`config.mk`:
```
export PLATFORM = sky130hd
export DESIGN_NAME = rmj_isqrt
export DESIGN_NICKNAME = d
export VERILOG_FILES = /design/src/design/rmj_isqrt.sv
export SDC_FILE = /design/constraint.sdc
export NUM_CORES = 2
export LEC_CHECK = 0
export BUFFER_PORTS_ARGS = -buffer_cell sky130_fd_sc_hd__clkbuf_2
export CAP_MARGIN = 20
export CORE_AREA = 3 3 452 454
export DETAILED_ROUTE_END_ITERATION = 6
export DIE_AREA = 0 0 455 457
export PLACE_DENSITY = 0.81
export SLEW_MARGIN = 20
export SYNTH_ARGS = -nofsm -noshare
export SYNTH_HDL_FRONTEND = slang
export SYNTH_MEMORY_MAX_BITS = 65536
export SYNTH_SLANG_ARGS = --single-unit
```
`constraint.sdc`:
```
create_clock -name i_clk -period 8.4 [get_ports i_clk]
set_input_delay 0.42 -clock i_clk [delete_from_list [all_inputs] [get_ports i_clk]]
set_output_delay 0.42 -clock i_clk [all_outputs]
set_load 0.01 [all_outputs]
```
`src/design/rmj_isqrt.sv`:
```
`default_nettype none
// ----------------------------------------------------------------------------
// rmj_isqrt
// Pipelined square root of a 64-bit value, rounded to nearest.
// One result bit per stage, 32 stages plus a rounding stage.
// ----------------------------------------------------------------------------
module rmj_isqrt (
    input  wire logic        i_clk,
    input  wire logic        i_rst_n,
    input  wire logic        i_en,
    input  wire logic        i_valid,
    input  wire logic [63:0] i_n,
    output logic             o_valid,
    output logic      [31:0] o_root
);

    localparam int STEPS = 32;

    logic [63:0] r_n   [STEPS];
    logic [63:0] r_res [STEPS];
    logic        r_v   [STEPS];
    logic        r_vo;
    logic [31:0] r_root;
    logic        w_up;

    for (genvar k = 0; k < STEPS; k++) begin : g_step
        localparam logic [63:0] BIT = 64'd1 << (62 - 2 * k);
        logic [63:0] s_n;
        logic [63:0] s_res;
        logic        s_v;
        logic [63:0] t_sum;

        if (k == 0) begin : g_first
            assign s_n   = i_n;
            assign s_res = '0;
            assign s_v   = i_valid;
        end else begin : g_next
            assign s_n   = r_n[k-1];
            assign s_res = r_res[k-1];
            assign s_v   = r_v[k-1];
        end

        assign t_sum = s_res + BIT;

        // Try the next root bit, keep the remainder
        always_ff @(posedge i_clk) begin
            if (!i_rst_n) begin
                r_v[k] <= 1'b0;
            end else if (i_en) begin
                r_v[k] <= s_v;
            end
            if (i_en) begin
                if (s_n >= t_sum) begin
                    r_n[k]   <= s_n - t_sum;
                    r_res[k] <= (s_res >> 1) + BIT;
                end else begin
                    r_n[k]   <= s_n;
                    r_res[k] <= s_res >> 1;
                end
            end
        end
    end

    // Round up when the remainder is above the floor root
    assign w_up = r_n[STEPS-1] > r_res[STEPS-1];

    always_ff @(posedge i_clk) begin
        if (!i_rst_n) begin
            r_vo <= 1'b0;
        end else if (i_en) begin
            r_vo <= r_v[STEPS-1];
        end
        if (i_en) begin
            r_root <= r_res[STEPS-1][31:0] + {31'd0, w_up};
        end
    end

    assign o_valid = r_vo;
    assign o_root  = r_root;

endmodule
`default_nettype wire

```
==> report_table.html <==
<table>
<tr><th>Metric</th><th>Value</th></tr>
<tr><th colspan="2">Outcome</th></tr>
<tr><td>Outcome</td><td>complete, but fails checks</td></tr>
<tr><td>Failing checks</td><td>design-rule violations</td></tr>
<tr><th colspan="2">Clocking</th></tr>
<tr><td>Clk sink count</td><td>2,641</td></tr>
<tr><td>H-tree depth reported by CTS</td><td>5</td></tr>
<tr><td>Longest Clk Path Bufs</td><td>4</td></tr>
<tr><td>Number of instances resized during post-cts repair</td><td>0</td></tr>
<tr><td>Clock-pin slew on the worst setup and hold paths</td><td>0.07 ns</td></tr>
<tr><td>TritonCTS clock tree</td><td>built</td></tr>
<tr><td>CTS Root Cell</td><td>sky130_fd_sc_hd__clkbuf_16</td></tr>
<tr><td>Clk Latency, worst-skew pair</td><td>0.96 ns</td></tr>
<tr><td>Number of buffers inserted during clock tree synthesis</td><td>a little under 300</td></tr>
<tr><th colspan="2">Logic synthesis</th></tr>
<tr><td>Unique cell type count in the Yosys netlist</td><td>100</td></tr>
<tr><td>Post-synthesis register bit count</td><td>2,641</td></tr>
<tr><td>Cell area after synthesis</td><td>between 100,000 and 150,000 sq um</td></tr>
<tr><td>Synth Warn #</td><td>0</td></tr>
<tr><td>Cells after synthesis</td><td>around 11k</td></tr>
<tr><td>Share of flip-flops with an asynchronous set or reset</td><td>0</td></tr>
<tr><td>Count of flip-flops with a built-in enable after synthesis</td><td>2,639</td></tr>
<tr><td>Sequential share of the synthesized area</td><td>0.610</td></tr>
<tr><td>Synthesized area per cell</td><td>12.2 sq um</td></tr>
<tr><td>Post-Syn Nets</td><td>approximately 11k</td></tr>
<tr><td>Most used DFF post-synth</td><td>sky130_fd_sc_hd__edfxtp_1</td></tr>
<tr><th colspan="2">Critical path</th></tr>
<tr><td>Logic depth of the worst path, buffers included</td><td>12</td></tr>
<tr><td>Crit Path Max Fanout</td><td>11</td></tr>
<tr><td>R2r startpoint</td><td>r_res[1][414]</td></tr>
<tr><td>Required time worst endpoint</td><td>8.99 ns</td></tr>
<tr><td>Cell depth of the worst flop-to-flop path</td><td>12</td></tr>
<tr><td>Worst Setup Path Type</td><td>flip-flop to flip-flop</td></tr>
<tr><td>Number of buffer and inverter stages on the critical path</td><td>2</td></tr>
<tr><td>Startpoint type of the worst setup path</td><td>flip-flop</td></tr>
<tr><td>Worst path cell trace</td><td>inv_1 &gt; ha_1 &gt; nand2_1 &gt; or3_1 &gt; nor4_1 &gt; nand4_1 &gt; o211ai_1 &gt; nor4b_4 &gt; nor4_1 &gt; buf_4 &gt; nand3_1 &gt; xnor2_1</td></tr>
<tr><td>Family with the most delay on the worst path</td><td>simple AND/OR/NAND/NOR gates</td></tr>
<tr><td>Slowest cell on the critical path</td><td>sky130_fd_sc_hd__xnor2_1</td></tr>
<tr><td>CP Capture Type</td><td>flip-flop</td></tr>
<tr><td>Worst setup path startpoint</td><td>r_res[1][414]</td></tr>
<tr><td>Biggest cell delay along the critical path</td><td>0.77 ns</td></tr>
<tr><td>Worst path arrival time</td><td>5.36 ns</td></tr>
<tr><td>Top cell by count, worst path</td><td>sky130_fd_sc_hd__nor4_1</td></tr>
<tr><th colspan="2">Detailed routing</th></tr>
<tr><td>Vias per inst</td><td>about 6.6</td></tr>
<tr><td>Drt wl/cell</td><td>26.3 microns</td></tr>
<tr><td>DRC errors left</td><td>3</td></tr>
<tr><td>Post-DRT Antenna Nets</td><td>0</td></tr>
<tr><td>Number of optimization iterations in the first detailed-route pass</td><td>7</td></tr>
<tr><td>Number of design-rule violations left by the first detailed-router iteration</td><td>12.3k</td></tr>
<tr><td>Vias</td><td>89.8k</td></tr>
<tr><td>Routed wire length</td><td>~360 mm</td></tr>
<tr><th colspan="2">Finish</th></tr>
<tr><td>Commonest cells after routing, fill and taps aside</td><td>sky130_fd_sc_hd__edfxtp_1 (2,639), sky130_fd_sc_hd__nand2_1 (783), sky130_fd_sc_hd__inv_1 (730)</td></tr>
<tr><td>Count of placed standard cells in the final layout, fillers left out</td><td>13.7k</td></tr>
<tr><td>Synth-to-layout area growth</td><td>10.1%</td></tr>
<tr><td>Most common cell after layout, fill and taps aside</td><td>sky130_fd_sc_hd__edfxtp_1</td></tr>
<tr><td>Layout cells sized above 1</td><td>0.0696</td></tr>
<tr><td>Nets@finish</td><td>11.5k</td></tr>
<tr><td>Final core occ</td><td>0.715</td></tr>
<tr><td>Layout filler cell count</td><td>13.2k</td></tr>
<tr><th colspan="2">Placed design</th></tr>
<tr><td>Number of placed instances, taps included</td><td>13.1k</td></tr>
<tr><td>Routability-driven placement congestion ratio</td><td>a little over 1</td></tr>
<tr><td>Half-perimeter wire length after placement</td><td>about 260 mm</td></tr>
<tr><td>IO Port Bufs</td><td>100</td></tr>
<tr><td>Worst slack at placement</td><td>3.93 ns</td></tr>
<tr><th colspan="2">Min path</th></tr>
<tr><td>Type of the tightest min-delay check</td><td>input port to flip-flop</td></tr>
<tr><td>Instance count along the most critical hold path</td><td>2</td></tr>
<tr><td>Hold_sp</td><td>i_rst_n</td></tr>
<tr><th colspan="2">Timing</th></tr>
<tr><td>Worst Setup Slack, final</td><td>approximately 3.6 ns</td></tr>
<tr><td>Final Hold Vio Count</td><td>0</td></tr>
<tr><td>Count of final max-slew check failures</td><td>0</td></tr>
<tr><td>Highest achievable clock rate</td><td>210 MHz</td></tr>
<tr><td>Headroom to the max-slew limit</td><td>0.224</td></tr>
<tr><td>Unrepaired setup endpoints after global routing</td><td>no</td></tr>
<tr><td>Transition at the pin with the smallest max-transition slack</td><td>~1.2 ns</td></tr>
<tr><td>Final period demand of the worst path</td><td>4.77 ns</td></tr>
<tr><td>Final setup skew</td><td>0.0634 ns</td></tr>
<tr><td>Setup Total Neg Slack</td><td>0 ns</td></tr>
<tr><td>Number of setup violations in the final report</td><td>0</td></tr>
<tr><td>Fin crit share</td><td>0.568</td></tr>
<tr><th colspan="2">Run</th></tr>
<tr><td>Max-cap violations</td><td>0</td></tr>
<tr><th colspan="2">Floorplan</th></tr>
<tr><td>Number of placement rows</td><td>164</td></tr>
<tr><td>Die width</td><td>455 microns</td></tr>
<tr><td>Standard cell core area</td><td>200,000 sq um</td></tr>
<tr><td>Boundary Pins</td><td>101</td></tr>
<tr><td>Full die area</td><td>~210,000 sq um</td></tr>
<tr><td>Starting density of the core</td><td>0.650</td></tr>
<tr><td>Die outline height</td><td>457 microns</td></tr>
<tr><th colspan="2">GRT</th></tr>
<tr><td>GR Util All Layers</td><td>0.342</td></tr>
<tr><td>Pin count of the biggest net entering global routing</td><td>around 180</td></tr>
<tr><td>Antenna violations before repair</td><td>14</td></tr>
<tr><td>Vias in the first global route</td><td>85.0k</td></tr>
<tr><td>First-pass GRT wire length</td><td>535 mm</td></tr>
<tr><td>Overflow after GRT</td><td>0</td></tr>
<tr><th colspan="2">Power and ir drop</th></tr>
<tr><td>Maximum vdd drop</td><td>0.249 mV</td></tr>
<tr><td>Standby leakage power</td><td>0.0534 uW</td></tr>
<tr><td>Pwr/cell area</td><td>278 nW/um^2</td></tr>
<tr><td>Total Power</td><td>39,800 uW</td></tr>
</table>
state kept, by name (all words and copies together) (netlist names):
signal and flops:
r_n 2048, r_v 32, o_root 32, r_res 528, o_valid 1
path summary, 6_finish.rpt:
kind / to / slack, ns
setup / recovery: r_n[1][499] / 3.63
hold / removal: o_valid / 0.12
setup reg to reg: r_n[1][499] / 3.63
hold reg to reg: r_n[0][991] / 0.43
area by class of cell:
class                           count  area [sq um]  area share
Antenna cell                        6          15.0    0.000105
Clock buffer                      334          7560      0.0528
Clock inverter                    149          1500      0.0105
Inverter                          730          2740      0.0191
Multi-Input combinational cell   6955         46900       0.328
Sequential cell                  2641         79300       0.554
Tap cell                         2656          3320      0.0232
Timing Repair Buffer              233          1760      0.0123
layer usage:
layer	GRT usage	vias up	part of all wire
met5	0	-	0.00036
met4	0.128	11	0.043
met3	0.0988	899	0.12
met2	0.502	5176	0.44
met1	0.487	43500	0.40
li1	-	40300	-
timing repair:
action,CTS,global route
setup endpoints to repair,0,0
endpoints found under the hold margin,127,0
hold buffers,67,0
setup buffers,0,0
power breakdown:
group	internal, uW	switching [uW]
Combinational	3380	5590
Sequential	16800	1640
Clock	7280	5140
kinds of logic (layout without fill, tap and decap cells):
| logic type | Yosys count | after routing | synth area share |
|---|---|---|---|
| other cells | 0 | 6 | 0 |
| mux | 88 | 88 | 0.00754 |
| buf+inv | 1021 | 1446 | 0.0299 |
| flops | 2641 | 2641 | 0.610 |
| compound gates | 1984 | 1984 | 0.0952 |
| fa+ha+maj | 594 | 594 | 0.0572 |
| xor+xnor | 979 | 979 | 0.0660 |
| simple gates | 3310 | 3310 | 0.134 |
metrics by stage:
stage / area [sq um] / hold slack, ns
2_1_floorplan: 130000 / 0.417
3_3_place_gp: 133000 / 0.425
3_5_place_dp: 133000 / 0.427
6_report: 143000 / 0.116
5_1_grt: 143000 / 0.159
4_1_cts: 143000 / 0.0604
synth_stat cells, types with 225 or more instances:
master | instances | area [sq um]
sky130_fd_sc_hd__nor2_1 | 586 | 2200
sky130_fd_sc_hd__clkbuf_1 | 256 | 961
sky130_fd_sc_hd__nor4_1 | 390 | 2440
sky130_fd_sc_hd__nand4_1 | 225 | 1410
sky130_fd_sc_hd__inv_1 | 730 | 2740
sky130_fd_sc_hd__o21ai_0 | 569 | 2850
sky130_fd_sc_hd__xnor2_1 | 548 | 4800
sky130_fd_sc_hd__a21oi_1 | 552 | 2760
sky130_fd_sc_hd__xor2_1 | 431 | 3770
sky130_fd_sc_hd__nand2_1 | 783 | 2940
sky130_fd_sc_hd__ha_1 | 594 | 7430
sky130_fd_sc_hd__nor3_1 | 281 | 1410
sky130_fd_sc_hd__a21o_1 | 247 | 1850
sky130_fd_sc_hd__edfxtp_1 | 2639 | 79200
(Power assumes the default switching activity.)
